`src/rtl/core/hcs_pkg.sv`:
```
// ----------------------------------------------------------------------------
// hcs_pkg: shared types and constants of the Hangul coda splitter
// Job descriptor passed from the front to the back, UTF-8 masks,
// syllable range and the final-consonant jamo table.
// ----------------------------------------------------------------------------
package hcs_pkg;

    // UTF-8 byte classes
    localparam logic [7:0] LEAD3_MASK = 8'hF0;
    localparam logic [7:0] LEAD3_CODE = 8'hE0;
    localparam logic [7:0] CONT_MASK  = 8'hC0;
    localparam logic [7:0] CONT_CODE  = 8'h80;

    // Precomposed syllable block
    localparam logic [15:0] SYL_FIRST = 16'hAC00;
    localparam logic [15:0] SYL_LAST  = 16'hD7A3;

    // floor(s / 28) == (s * DIV28_MUL) >> DIV28_SHIFT for every syllable index
    localparam int          SYL_IDX_W   = 14;
    localparam int          QUOT_W      = 9;
    localparam int          DIV28_SHIFT = 18;
    localparam logic [13:0] DIV28_MUL   = 14'd9363;

    // Up to six bytes leave the back for one job
    localparam int MAX_OUT   = 6;
    localparam int OUT_IDX_W = 3;

    typedef enum logic {
        JOB_RAW,   // pass the listed bytes through
        JOB_SYL    // split a syllable, bytes hold its three-byte encoding
    } t_kind;

    typedef struct packed {
        t_kind                   kind;
        logic [1:0]              nbytes;   // raw byte count, 1 to 3
        logic [2:0][7:0]         bytes;    // bytes[0] goes out first
        logic [QUOT_W-1:0]       quot;     // syllable index / 28
    } t_job;

    // Compatibility jamo of each final consonant; index zero means none
    function automatic logic [15:0] coda_jamo(input logic [4:0] idx);
        logic [15:0] jamo;
        case (idx)
            5'd1:    jamo = 16'h3131;
            5'd2:    jamo = 16'h3132;
            5'd3:    jamo = 16'h3133;
            5'd4:    jamo = 16'h3134;
            5'd5:    jamo = 16'h3135;
            5'd6:    jamo = 16'h3136;
            5'd7:    jamo = 16'h3137;
            5'd8:    jamo = 16'h3139;
            5'd9:    jamo = 16'h313A;
            5'd10:   jamo = 16'h313B;
            5'd11:   jamo = 16'h313C;
            5'd12:   jamo = 16'h313D;
            5'd13:   jamo = 16'h313E;
            5'd14:   jamo = 16'h313F;
            5'd15:   jamo = 16'h3140;
            5'd16:   jamo = 16'h3141;
            5'd17:   jamo = 16'h3142;
            5'd18:   jamo = 16'h3144;
            5'd19:   jamo = 16'h3145;
            5'd20:   jamo = 16'h3146;
            5'd21:   jamo = 16'h3147;
            5'd22:   jamo = 16'h3148;
            5'd23:   jamo = 16'h314A;
            5'd24:   jamo = 16'h314B;
            5'd25:   jamo = 16'h314C;
            5'd26:   jamo = 16'h314D;
            5'd27:   jamo = 16'h314E;
            default: jamo = 16'h0000;
        endcase
        return jamo;
    endfunction

endpackage

```
`src/rtl/core/hcs_front.sv`:
```
// ----------------------------------------------------------------------------
// hcs_front: byte collector and classifier
// Tracks the UTF-8 sequence in progress and turns each accepted beat
// into at most one job for the back.
// ----------------------------------------------------------------------------
module hcs_front (
    input  logic        i_clk,
    input  logic        i_rst_n,
    input  logic        i_valid,
    input  logic [7:0]  i_in_byte,
    output logic        o_stall,
    input  logic        i_q_full,
    output logic        o_push,
    output hcs_pkg::t_job o_job
);
    import hcs_pkg::*;

    typedef enum logic [1:0] {
        HELD_NONE,
        HELD_ONE,
        HELD_TWO,
        HELD_BAD    // never reached; behaves as nothing held
    } t_held;

    t_held                r_held, n_held;
    logic [7:0]           r_lead, n_lead;
    logic [7:0]           r_second, n_second;
    logic                 n_push;
    t_job                 n_job;

    logic                 accept;
    logic                 is_cont, is_lead3, is_syl;
    logic [15:0]          cp;
    logic [SYL_IDX_W-1:0] syl_idx;
    logic [2*SYL_IDX_W-1:0] prod;

    assign accept   = i_valid && !i_q_full;
    assign o_stall  = i_q_full;
    assign is_cont  = (i_in_byte & CONT_MASK) == CONT_CODE;
    assign is_lead3 = (i_in_byte & LEAD3_MASK) == LEAD3_CODE;
    assign cp       = {r_lead[3:0], r_second[5:0], i_in_byte[5:0]};
    assign is_syl   = (cp >= SYL_FIRST) && (cp <= SYL_LAST);
    assign syl_idx  = SYL_IDX_W'(cp - SYL_FIRST);
    assign prod     = (2*SYL_IDX_W)'(syl_idx) * (2*SYL_IDX_W)'(DIV28_MUL);

    always_comb begin
        n_held   = r_held;
        n_lead   = r_lead;
        n_second = r_second;
        n_push   = 1'b0;
        n_job    = '0;
        n_job.kind = JOB_RAW;
        n_job.quot = QUOT_W'(prod >> DIV28_SHIFT);
        unique case (r_held)
            HELD_ONE: begin
                if (is_cont) begin
                    n_second = i_in_byte;
                    n_held   = HELD_TWO;
                end else begin
                    // broken sequence: flush the lead, restart on a new lead
                    n_push         = 1'b1;
                    n_job.bytes[0] = r_lead;
                    if (is_lead3) begin
                        n_job.nbytes = 2'd1;
                        n_lead       = i_in_byte;
                        n_held       = HELD_ONE;
                    end else begin
                        n_job.nbytes   = 2'd2;
                        n_job.bytes[1] = i_in_byte;
                        n_held         = HELD_NONE;
                    end
                end
            end
            HELD_TWO: begin
                n_push         = 1'b1;
                n_job.bytes[0] = r_lead;
                n_job.bytes[1] = r_second;
                n_job.bytes[2] = i_in_byte;
                if (is_cont) begin
                    n_held       = HELD_NONE;
                    n_job.nbytes = 2'd3;
                    if (is_syl) begin
                        n_job.kind = JOB_SYL;
                    end
                end else if (is_lead3) begin
                    n_job.nbytes = 2'd2;
                    n_lead       = i_in_byte;
                    n_held       = HELD_ONE;
                end else begin
                    n_job.nbytes = 2'd3;
                    n_held       = HELD_NONE;
                end
            end
            default: begin
                if (is_lead3) begin
                    n_lead = i_in_byte;
                    n_held = HELD_ONE;
                end else begin
                    n_push         = 1'b1;
                    n_job.nbytes   = 2'd1;
                    n_job.bytes[0] = i_in_byte;
                    n_held         = HELD_NONE;
                end
            end
        endcase
    end

    always_ff @(posedge i_clk) begin
        if (!i_rst_n) begin
            r_held   <= HELD_NONE;
            r_lead   <= 8'h00;
            r_second <= 8'h00;
        end else if (accept) begin
            r_held   <= n_held;
            r_lead   <= n_lead;
            r_second <= n_second;
        end
    end

    assign o_push = accept && n_push;
    assign o_job  = n_job;

endmodule

```
`src/rtl/core/hcs_queue.sv`:
```
// ----------------------------------------------------------------------------
// hcs_queue: job queue between front and back
// Small circular buffer; full and non-empty come straight from registers.
// ----------------------------------------------------------------------------
module hcs_queue #(
    parameter int DEPTH = 4
) (
    input  logic          i_clk,
    input  logic          i_rst_n,
    input  logic          i_push,
    input  hcs_pkg::t_job i_job,
    output logic          o_full,
    input  logic          i_pop,
    output logic          o_valid,
    output hcs_pkg::t_job o_job
);
    import hcs_pkg::*;

    localparam int AW = (DEPTH > 1) ? $clog2(DEPTH) : 1;
    localparam int CW = $clog2(DEPTH + 1);
    localparam logic [AW-1:0] LAST_PTR  = AW'(DEPTH - 1);
    localparam logic [CW-1:0] FULL_CNT  = CW'(DEPTH);

    t_job          r_mem [DEPTH];
    logic [AW-1:0] r_wr_ptr, r_rd_ptr;
    logic [CW-1:0] r_count;
    logic          do_push, do_pop;

    assign do_push = i_push && (r_count != FULL_CNT);
    assign do_pop  = i_pop && (r_count != '0);

    always_ff @(posedge i_clk) begin
        if (do_push) begin
            r_mem[r_wr_ptr] <= i_job;
        end
    end

    always_ff @(posedge i_clk) begin
        if (!i_rst_n) begin
            r_wr_ptr <= '0;
            r_rd_ptr <= '0;
            r_count  <= '0;
        end else begin
            if (do_push) begin
                r_wr_ptr <= (r_wr_ptr == LAST_PTR) ? '0 : r_wr_ptr + 1'b1;
            end
            if (do_pop) begin
                r_rd_ptr <= (r_rd_ptr == LAST_PTR) ? '0 : r_rd_ptr + 1'b1;
            end
            if (do_push && !do_pop) begin
                r_count <= r_count + 1'b1;
            end else if (do_pop && !do_push) begin
                r_count <= r_count - 1'b1;
            end
        end
    end

    assign o_full  = (r_count == FULL_CNT);
    assign o_valid = (r_count != '0);
    assign o_job   = r_mem[r_rd_ptr];

endmodule

```
`src/rtl/core/hcs_back.sv`:
```
// ----------------------------------------------------------------------------
// hcs_back: job expander and output register
// Loads a job into a six-byte expansion buffer, splitting syllables on load,
// and drains it one beat per cycle via the output register unless stalled.
// ----------------------------------------------------------------------------
module hcs_back (
    input  logic          i_clk,
    input  logic          i_rst_n,
    input  logic          i_q_valid,
    input  hcs_pkg::t_job i_job,
    output logic          o_pop,
    output logic          o_valid,
    input  logic          i_stall,
    output logic [7:0]    o_out_byte,
    output logic          o_run_last
);
    import hcs_pkg::*;

    logic [7:0]           r_bytes [MAX_OUT];
    logic [7:0]           n_bytes [MAX_OUT];
    logic [OUT_IDX_W-1:0] r_cnt, n_cnt;
    logic [OUT_IDX_W-1:0] r_idx;
    logic                 r_busy;
    logic                 r_out_valid;
    logic [7:0]           r_out_byte;
    logic                 r_out_last;

    logic                 out_free, emit, at_last, emit_last, pop;
    logic [15:0]          cp, base, jamo;
    logic [SYL_IDX_W-1:0] syl_idx, quot28, rem;
    logic [4:0]           coda;

    // syllable split: coda = index - 28 * (index / 28)
    assign cp      = {i_job.bytes[0][3:0], i_job.bytes[1][5:0], i_job.bytes[2][5:0]};
    assign syl_idx = SYL_IDX_W'(cp - SYL_FIRST);
    assign quot28  = SYL_IDX_W'({i_job.quot, 5'b0}) - SYL_IDX_W'({i_job.quot, 2'b0});
    assign rem     = syl_idx - quot28;
    assign coda    = rem[4:0];
    assign base    = cp - 16'(coda);
    assign jamo    = coda_jamo(coda);

    always_comb begin
        n_bytes[0] = i_job.bytes[0];
        n_bytes[1] = i_job.bytes[1];
        n_bytes[2] = i_job.bytes[2];
        n_bytes[3] = LEAD3_CODE | {4'h0, jamo[15:12]};
        n_bytes[4] = CONT_CODE | {2'b00, jamo[11:6]};
        n_bytes[5] = CONT_CODE | {2'b00, jamo[5:0]};
        n_cnt      = OUT_IDX_W'(i_job.nbytes);
        if (i_job.kind == JOB_SYL) begin
            n_bytes[0] = LEAD3_CODE | {4'h0, base[15:12]};
            n_bytes[1] = CONT_CODE | {2'b00, base[11:6]};
            n_bytes[2] = CONT_CODE | {2'b00, base[5:0]};
            n_cnt      = (coda == 5'd0) ? OUT_IDX_W'(3) : OUT_IDX_W'(MAX_OUT);
        end
    end

    assign out_free  = !r_out_valid || !i_stall;
    assign emit      = r_busy && out_free;
    assign at_last   = (r_idx == r_cnt - 1'b1);
    assign emit_last = emit && at_last;
    assign pop       = i_q_valid && (!r_busy || emit_last);

    always_ff @(posedge i_clk) begin
        if (pop) begin
            for (int k = 0; k < MAX_OUT; k++) begin
                r_bytes[k] <= n_bytes[k];
            end
            r_cnt <= n_cnt;
        end
        if (emit) begin
            r_out_byte <= r_bytes[r_idx];
            r_out_last <= at_last;
        end
    end

    always_ff @(posedge i_clk) begin
        if (!i_rst_n) begin
            r_busy      <= 1'b0;
            r_idx       <= '0;
            r_out_valid <= 1'b0;
        end else begin
            if (out_free) begin
                r_out_valid <= emit;
            end
            if (pop) begin
                r_busy <= 1'b1;
                r_idx  <= '0;
            end else if (emit) begin
                r_busy <= !at_last;
                r_idx  <= r_idx + 1'b1;
            end
        end
    end

    assign o_pop      = pop;
    assign o_valid    = r_out_valid;
    assign o_out_byte = r_out_byte;
    assign o_run_last = r_out_last;

endmodule

```
`src/rtl/core/hangul_coda_splitter_utf8.sv`:
```
// ----------------------------------------------------------------------------
// hangul_coda_splitter_utf8: Hangul final-consonant splitter on UTF-8 text
// Collects three-byte UTF-8 sequences, splits each precomposed syllable into
// its open syllable plus the compatibility jamo of its final consonant, and
// passes every other byte through unchanged.
// ----------------------------------------------------------------------------
//
//  channel | valid   | stall   | payload               | one beat
//  --------+---------+---------+-----------------------+--------------------
//  input   | i_valid | o_stall | i_in_byte             | one text byte
//  output  | o_valid | i_stall | o_out_byte,o_run_last | one result byte
//
//  The front takes one input beat per cycle while the job queue has room;
//  o_stall is the queue-full flag and never looks at i_valid.
//  The back drains one output beat per cycle unless stalled, so throughput
//  is set by the output port: a syllable with a final consonant puts out
//  twice as many bytes as it takes in, and plain text one byte per byte.
//  The first output beat reaches the port through the job queue, the
//  expansion buffer and the output register after its input beat is accepted.
//  Synchronous active-low reset empties the queue and drops any held bytes;
//  a held output beat stays on the port unchanged while i_stall is high.
// ----------------------------------------------------------------------------
module hangul_coda_splitter_utf8 #(
    parameter int QUEUE_DEPTH = 4
) (
    input  logic       i_clk,
    input  logic       i_rst_n,
    input  logic       i_valid,
    input  logic [7:0] i_in_byte,
    output logic       o_stall,
    output logic       o_valid,
    input  logic       i_stall,
    output logic [7:0] o_out_byte,
    output logic       o_run_last
);
    import hcs_pkg::*;

    t_job push_job, head_job;
    logic push, q_full, q_valid, pop;

    // Front: hold partial sequences, classify each beat into at most one job
    hcs_front u_front (
        .i_clk     (i_clk),
        .i_rst_n   (i_rst_n),
        .i_valid   (i_valid),
        .i_in_byte (i_in_byte),
        .o_stall   (o_stall),
        .i_q_full  (q_full),
        .o_push    (push),
        .o_job     (push_job)
    );

    // Queue: decouple input acceptance from output back-pressure
    hcs_queue #(
        .DEPTH (QUEUE_DEPTH)
    ) u_queue (
        .i_clk   (i_clk),
        .i_rst_n (i_rst_n),
        .i_push  (push),
        .i_job   (push_job),
        .o_full  (q_full),
        .i_pop   (pop),
        .o_valid (q_valid),
        .o_job   (head_job)
    );

    // Back: expand a job into bytes and advance them one beat at a time
    hcs_back u_back (
        .i_clk      (i_clk),
        .i_rst_n    (i_rst_n),
        .i_q_valid  (q_valid),
        .i_job      (head_job),
        .o_pop      (pop),
        .o_valid    (o_valid),
        .i_stall    (i_stall),
        .o_out_byte (o_out_byte),
        .o_run_last (o_run_last)
    );

endmodule
```
`config.mk`:
```
export PLATFORM = sky130hd
export DESIGN_NAME = hangul_coda_splitter_utf8
export DESIGN_NICKNAME = d
export VERILOG_FILES = /design/src/rtl/core/hcs_pkg.sv /design/src/rtl/core/hcs_front.sv /design/src/rtl/core/hcs_queue.sv /design/src/rtl/core/hcs_back.sv /design/src/rtl/core/hangul_coda_splitter_utf8.sv
export SDC_FILE = /design/constraint.sdc
export NUM_CORES = 1
export LEC_CHECK = 0
export ABC_AREA = 1
export BUFFER_PORTS_ARGS = -buffer_cell sky130_fd_sc_hd__buf_2
export CAP_MARGIN = 0
export CORE_ASPECT_RATIO = 1.2
export CORE_UTILIZATION = 45
export CTS_CLUSTER_DIAMETER = 100
export DETAILED_ROUTE_END_ITERATION = 7
export GPL_TIMING_DRIVEN = 0
export PLACE_DENSITY_LB_ADDON = 0.25
export RECOVER_POWER = 100
export SLEW_MARGIN = 40
export SYNTH_ARGS = -nofsm -noshare
export SYNTH_HDL_FRONTEND = slang
export SYNTH_HIERARCHICAL = 1
export SYNTH_SLANG_ARGS = --single-unit
```
`constraint.sdc`:
```
create_clock -name i_clk -period 6.4 [get_ports i_clk]
set_input_delay 0.64 -clock i_clk [delete_from_list [all_inputs] [get_ports i_clk]]
set_output_delay 0.64 -clock i_clk [all_outputs]
set_load 0.02 [all_outputs]
```
==> results of run 1 <==
-- power groups by stage --
| stage | Sequential (mW) | Clock (mW) | Combinational [mW] |
|---|---|---|---|
| 2_1_floorplan | 1.95 | 0 | 2.14 |
| 3_3_place_gp | 1.95 | 0 | 2.81 |
| 3_5_place_dp | 1.94 | 0 | 2.90 |
| 4_1_cts | 1.92 | 1.11 | 2.91 |
| 5_1_grt | 1.94 | 1.17 | 3.19 |
| 6_report | 1.92 | 1.09 | 2.80 |
-- critical path, cell delays in order, from the launching register on --
cell     delay [ns]
dfxtp_1        0.55
ha_1           0.27
xor2_1         0.47
inv_1          0.17
ha_1           0.33
ha_1           0.28
inv_1          0.06
fa_1           0.53
inv_1          0.05
fa_1           0.49
inv_1          0.05
fa_1           0.50
inv_1          0.05
ha_1           0.32
nand2_1        0.11
nor2_1         0.05
and2_0         0.16
nand2_1        0.07
nand2_1        0.06
nor2_1         0.12
nand2_1        0.07
nand2_1        0.06
nand2_1        0.09
-- per-layer routing --
metal	global-route usage [%]	part of all wire, %
met1	23.0	42
met4	6.73	2.1
met3	2.86	3.0
met2	35.6	53
met5	0	0
-- worst min-delay path by stage --
stage | from | to | slack, ns | cells after the start
3_5_place_dp | u_front/r_lead[5]$_SDFFE_PN0P_ | u_front/r_lead[5]$_SDFFE_PN0P_ | 0.46 | 2
3_3_place_gp | u_front/r_second[6]$_SDFFE_PN0P_ | u_front/r_second[6]$_SDFFE_PN0P_ | 0.44 | 2
4_1_cts | i_stall | u_back/o_valid$_SDFFE_PN0P_ | 0.44 | 3
2_1_floorplan | u_front/r_second[6]$_SDFFE_PN0P_ | u_front/r_second[6]$_SDFFE_PN0P_ | 0.42 | 2
6_report | i_stall | u_back/o_valid$_SDFFE_PN0P_ | 0.45 | 3
5_1_grt | i_stall | u_back/o_valid$_SDFFE_PN0P_ | 0.45 | 3
-- final cells by class --
type                            count  area [um^2]  area share [%]
Tap cell                          325          407            3.29
Inverter                          185          698            5.64
Buffer                             40          253            2.04
Sequential cell                   195         5540            44.7
Multi-Input combinational cell    755         4750            38.4
Timing Repair Buffer               27          114           0.920
Clock inverter                     14          194            1.57
Clock buffer                       17          425            3.44
-- registers in the layout, indices dropped and copies added (netlist names), named ones only --
register	count
u_queue/r_mem	120
u_back/r_idx	3
u_back/o_out_byte	8
u_back/r_busy	1
u_queue/r_rd_ptr	2
u_front/r_second	8
u_queue/r_count	3
u_back/r_bytes	31
u_back/o_run_last	1
u_back/r_cnt	3
u_back/o_valid	1
u_front/r_held	2
u_front/r_lead	8
u_queue/r_wr_ptr	2
-- cell usage in the layout, fill, tap and decap left out, types with 32 or more instances in the layout --
cell type  count
ha_1          92
o21ai_1       45
a21oi_1       44
o21ai_0       69
nand3_1       38
dfxtp_1       32
inv_1        177
nand2_1      201
edfxtp_1     163
nor2_1       129
o22ai_1       32
-- metrics by stage --
step / hold WS (ns) / total power [mW] / setup slack (ns) / utilization (%) / std cells
2_1_floorplan: 0.423 / 4.09 / 1.78 / - / 1175
3_3_place_gp: 0.445 / 4.76 / 1.23 / 47.9 / 1522
3_5_place_dp: 0.455 / 4.84 / 1.22 / 48.5 / 1527
4_1_cts: 0.440 / 5.94 / 1.20 / 51.0 / 1558
5_1_grt: 0.451 / 6.30 / 0.867 / 50.1 / 1558
6_report: 0.454 / 5.80 / 1.23 / 50.1 / 1558
==> results.yml, run 1 <==
final_layout:
  fin_area_mm2: 0.0124
  n_fill_cell: 2315
  nets: 1356
  drive_gt1_share_pct: 7.95
  antennaDiodeCount: 0
  area_growth_pct: 9.43
floorplan:
  die_x_um: 147
  core_mm2: 0.0247
  die_y_um: 176
  num_io_pins: 23
  dieArea_mm2: 0.0258
  rows: 63
  initial_core_util_pct: 45.8
logic_synthesis:
  synthesis.instances: 1175
  syn-num-nets: 1310
  yosys_warnings: 6
  syn_area_mm2: 0.0113
  avgSynthCellArea_um2: 9.62
timing:
  slew_violations: 0
  period_minus_slack_ns: 5.17
  max_freq_mhz: 194
  worst_pin_slew_ns: 1.45
  skew_ns: 0.0125
  hold_viol: 0
  setup_viol: 0
  min_period_over_period_pct: 80.7
  rsz0062_at_grt: "false"
  relSlewSlack_pct: 2.70
  tns_ns: 0
detailed_routing:
  first_iter_violations: 472
  dr.pass1.iters: 5
  drc_errors: 0
  via_per_inst: 5.07
  ant_nets: 0
  wire_per_inst_um: 15.5
  wirelength_mm: 24.1
  num_vias: 7898
setup_path:
  cp-endpoint: "u_queue/r_mem[0][2]$_DFFE_PP_"
  critPathRequiredTime_ns: 6.58
  worstSetupStartpoint: "u_front/r_second[4]$_SDFFE_PN0P_"
  critPathArrivalTime_ns: 5.34
  crit_fanout: 7
  worstSetupPathType: "reg -> reg"
  cp-end-kind: "register"
  startpoint_type: "register"
  rrSetupSlack_ns: 1.23
  r2r_end: "u_queue/r_mem[0][2]$_DFFE_PP_"
  reg2reg_depth: 22
  r2r-start: "u_front/r_second[4]$_SDFFE_PN0P_"
clock_network:
  numCtsBuffers: 17
  root_buffer: "clkbuf_16"
  tritoncts: "done"
  ctsResizeCount: 0
  postCtsSetupBuffers: 0
  cts.clk_slew.worst_paths_ns: 0.08
  clk_latency_ns: 0.44
  cts_sinks: 195
  h-tree-depth: 4
  cts_hold_buf: 0
  cts_max_path_buffers: 2
flow_run:
  maxCapViolations: 0
power_and_ir_drop:
  intPower_mw: 3.34
  p_comb_share_pct: 48.2
  clockPowerShare_pct: 18.7
  vdd_drop_max_uv: 212
  sw_frac_of_total_pct: 42.4
  seq_power_share_pct: 33.1
  p_leak_nw: 5.32
  switchingPower_mw: 2.46
  powerDensity_mw_per_mm2: 469
worst_hold_path:
  hp-class: "in -> reg"
place:
  placed_area_mm2: 0.0120
  gp_congestion: 0.869
  place_hpwl_mm: 18.4
  io_buffers: 22
grt:
  grt_max_degree: 36
  grt_pass1_vias: 7684
  gr-total-overflow: 0
  grt_pass1_wl_mm: 38.6
  grt_usage_pct: 19.4
  antenna_found_initial: 0
outcome:
  status: "finished, final reports clean"
Note: power is estimated with default switching activity, not from simulation.
==> inputs of run 2 (changes only) <==
==> constraint.sdc (replaced) <==
create_clock -name i_clk -period 5.3 [get_ports i_clk]
set_input_delay 0.53 -clock i_clk [delete_from_list [all_inputs] [get_ports i_clk]]
set_output_delay 0.53 -clock i_clk [all_outputs]
set_load 0.02 [all_outputs]
==> run 2 against run 1 <==
Compared with the run above: the run now ends with max-capacitance violations left; global-route usage stayed put; die area stayed put; cell count did not move; routed wire length hardly changed; critical path type unchanged; largest cell class unchanged; highest routed layer unchanged.
==> results.yml, run 2 (synthesis results as in run 1) <==
outcome:
  status: "complete, but fails checks"
  failed_checks: "max-capacitance violations"
power_and_ir_drop:
  p_leak_nw: 5.32
  powerDensity_mw_per_mm2: 566
  vdd_drop_max_uv: 254
setup_path:
  critPathArrivalTime_ns: 5.01
  cp-endpoint: "u_queue/r_mem[0][2]$_DFFE_PP_"
  critical_path_cell_count: 22
  rrSetupSlack_ns: 0.46
  timing.critical_path.cells: "ha_1 -> xor2_2 -> inv_1 -> ha_1 -> ha_1 -> inv_1 -> fa_1 -> inv_1 -> fa_1 -> inv_1 -> fa_1 -> inv_1 -> ha_1 -> nand2_1 -> nor2_1 -> and2_0 -> nand2_1 -> nand2_1 -> nor2_1 -> nand2_1 -> nand2_1 -> nand2_1"
  worstSetupStartpoint: "u_front/r_second[4]$_SDFFE_PN0P_"
  cp-end-kind: "register"
  cp_top_family: "adder cells"
  worstSetupPathType: "reg -> reg"
  r2r-start: "u_front/r_second[4]$_SDFFE_PN0P_"
  crit_slowest_cell: "fa_1"
  reg2reg_depth: 22
  critPathRequiredTime_ns: 5.47
  r2r_end: "u_queue/r_mem[0][2]$_DFFE_PP_"
  cp_num_buf_inv: 5
  cp_slowest_stage_delay_ns: 0.53
  startpoint_type: "register"
  crit_fanout: 7
  cpMostUsedCell: "nand2_1"
clock_network:
  cts_sinks: 195
  clk_latency_ns: 0.44
  postCtsSetupBuffers: 0
  tritoncts: "done"
  cts_max_path_buffers: 2
  h-tree-depth: 4
  numCtsBuffers: 17
  root_buffer: "clkbuf_16"
  cts.clk_slew.worst_paths_ns: 0.08
grt:
  grt_max_degree: 36
  grt_pass1_wl_mm: 38.6
  grt_pass1_vias: 7684
  gr-total-overflow: 0
  antenna_found_initial: 0
  grt_usage_pct: 19.4
final_layout:
  largest-register: "u_queue/r_mem"
  area_growth_pct: 9.52
  antennaDiodeCount: 0
  layout_common_cells: "nand2_1 (201), inv_1 (177), edfxtp_1 (163)"
  drive_gt1_share_pct: 8.19
  reg_top3: "u_queue/r_mem x120, u_back/r_bytes x31"
  final_common_cell: "nand2_1"
  n_fill_cell: 2312
  largest_reg_flops: 120
  final_core_util_pct: 50.2
  nets: 1356
detailed_routing:
  dr.pass1.iters: 5
  wire_per_inst_um: 15.5
  via_per_inst: 5.07
  first_iter_violations: 413
  drc_errors: 0
  wirelength_mm: 24.1
  ant_nets: 0
  num_vias: 7902
worst_hold_path:
  hp-class: "in -> reg"
timing:
  slew_violations: 0
  period_minus_slack_ns: 4.84
  tns_ns: 0
  max_freq_mhz: 207
  hold_viol: 0
  min_period_over_period_pct: 91.3
  setup_viol: 0
  relSlewSlack_pct: 0.709
  skew_ns: 0.0121
  worst_pin_slew_ns: 1.48
  rsz0062_at_grt: "false"
floorplan:
  initial_core_util_pct: 45.8
  rows: 63
  die_y_um: 176
  num_io_pins: 23
  core_mm2: 0.0247
  dieArea_mm2: 0.0258
  die_x_um: 147
place:
  place_hpwl_mm: 18.4
  gp_congestion: 0.869
  io_buffers: 22
flow_run:
  maxCapViolations: 1
## run 2: cell count changes in the layout (fill, tap and decap cells not counted), sizes merged
cell / delta
buf: +1
clkbuf: -1
## run 2: worst reg2reg max path: stages (launching register included)
cell,delay (ns)
dfxtp_2,0.45
ha_1,0.26
xor2_2,0.31
inv_1,0.14
ha_1,0.31
ha_1,0.27
inv_1,0.06
fa_1,0.53
inv_1,0.05
fa_1,0.49
inv_1,0.05
fa_1,0.50
inv_1,0.05
ha_1,0.32
nand2_1,0.11
nor2_1,0.05
and2_0,0.16
nand2_1,0.07
nand2_1,0.06
nor2_1,0.12
nand2_1,0.06
nand2_1,0.05
nand2_1,0.09
## run 2: where the power goes
part	switching [mW]	internal (mW)
sequential	0.105	2.21
clock	0.594	0.718
combinational	2.27	1.11
total	2.97	4.04
## run 2: area by class of cell
type	count	area [um^2]	area share [%]
multi-input cells	755	4750	38.4
clock buffers	17	425	3.44
repair buffers	27	114	0.919
plain buffers	40	254	2.05
inverters	185	698	5.64
flip-flops and latches	195	5540	44.7
clock inverters	14	194	1.57
well taps	325	407	3.28
## run 2: stage by stage
stage | cells | cell area, um^2 | worst slack (ns) | power [mW] | hold slack, ns
6_report | 1558 | 12400 | 0.463 | 7.01 | 0.345
5_1_grt | 1558 | 12400 | 0.111 | 7.61 | 0.341
4_1_cts | 1558 | 12600 | 0.0994 | 7.17 | 0.330
3_5_place_dp | 1527 | 12000 | 0.123 | 5.84 | 0.455
3_3_place_gp | 1522 | 11800 | 0.132 | 5.75 | 0.445
2_1_floorplan | 1175 | 11300 | 0.678 | 4.94 | 0.423
## run 2: how the worst min path moves through the flow
stage,slack [ns],from,to,cells after the start
detailed placement,0.46,u_front/r_lead[5]$_SDFFE_PN0P_,u_front/r_lead[5]$_SDFFE_PN0P_,2
CTS,0.33,i_stall,u_back/o_valid$_SDFFE_PN0P_,3
finish,0.35,i_stall,u_back/o_valid$_SDFFE_PN0P_,3
global placement,0.44,u_front/r_second[6]$_SDFFE_PN0P_,u_front/r_second[6]$_SDFFE_PN0P_,2
global route,0.34,i_stall,u_back/o_valid$_SDFFE_PN0P_,3
floorplan,0.42,u_front/r_second[6]$_SDFFE_PN0P_,u_front/r_second[6]$_SDFFE_PN0P_,2
## run 2: timing repair
item	4_1_cts	5_1_grt
endpoints found under the setup margin	0	12
resized for setup	0	2
hold buffers	0	0
## run 2: per-layer routing
layer | vias to the layer above | wire, um | GRT usage (%)
li1 | 3998 | - | -
met1 | 3697 | 10000 | 23.0
met5 | - | 0 | 0
met3 | 33 | 914 | 2.86
met4 | 0 | 493 | 6.73
met2 | 174 | 12700 | 35.6
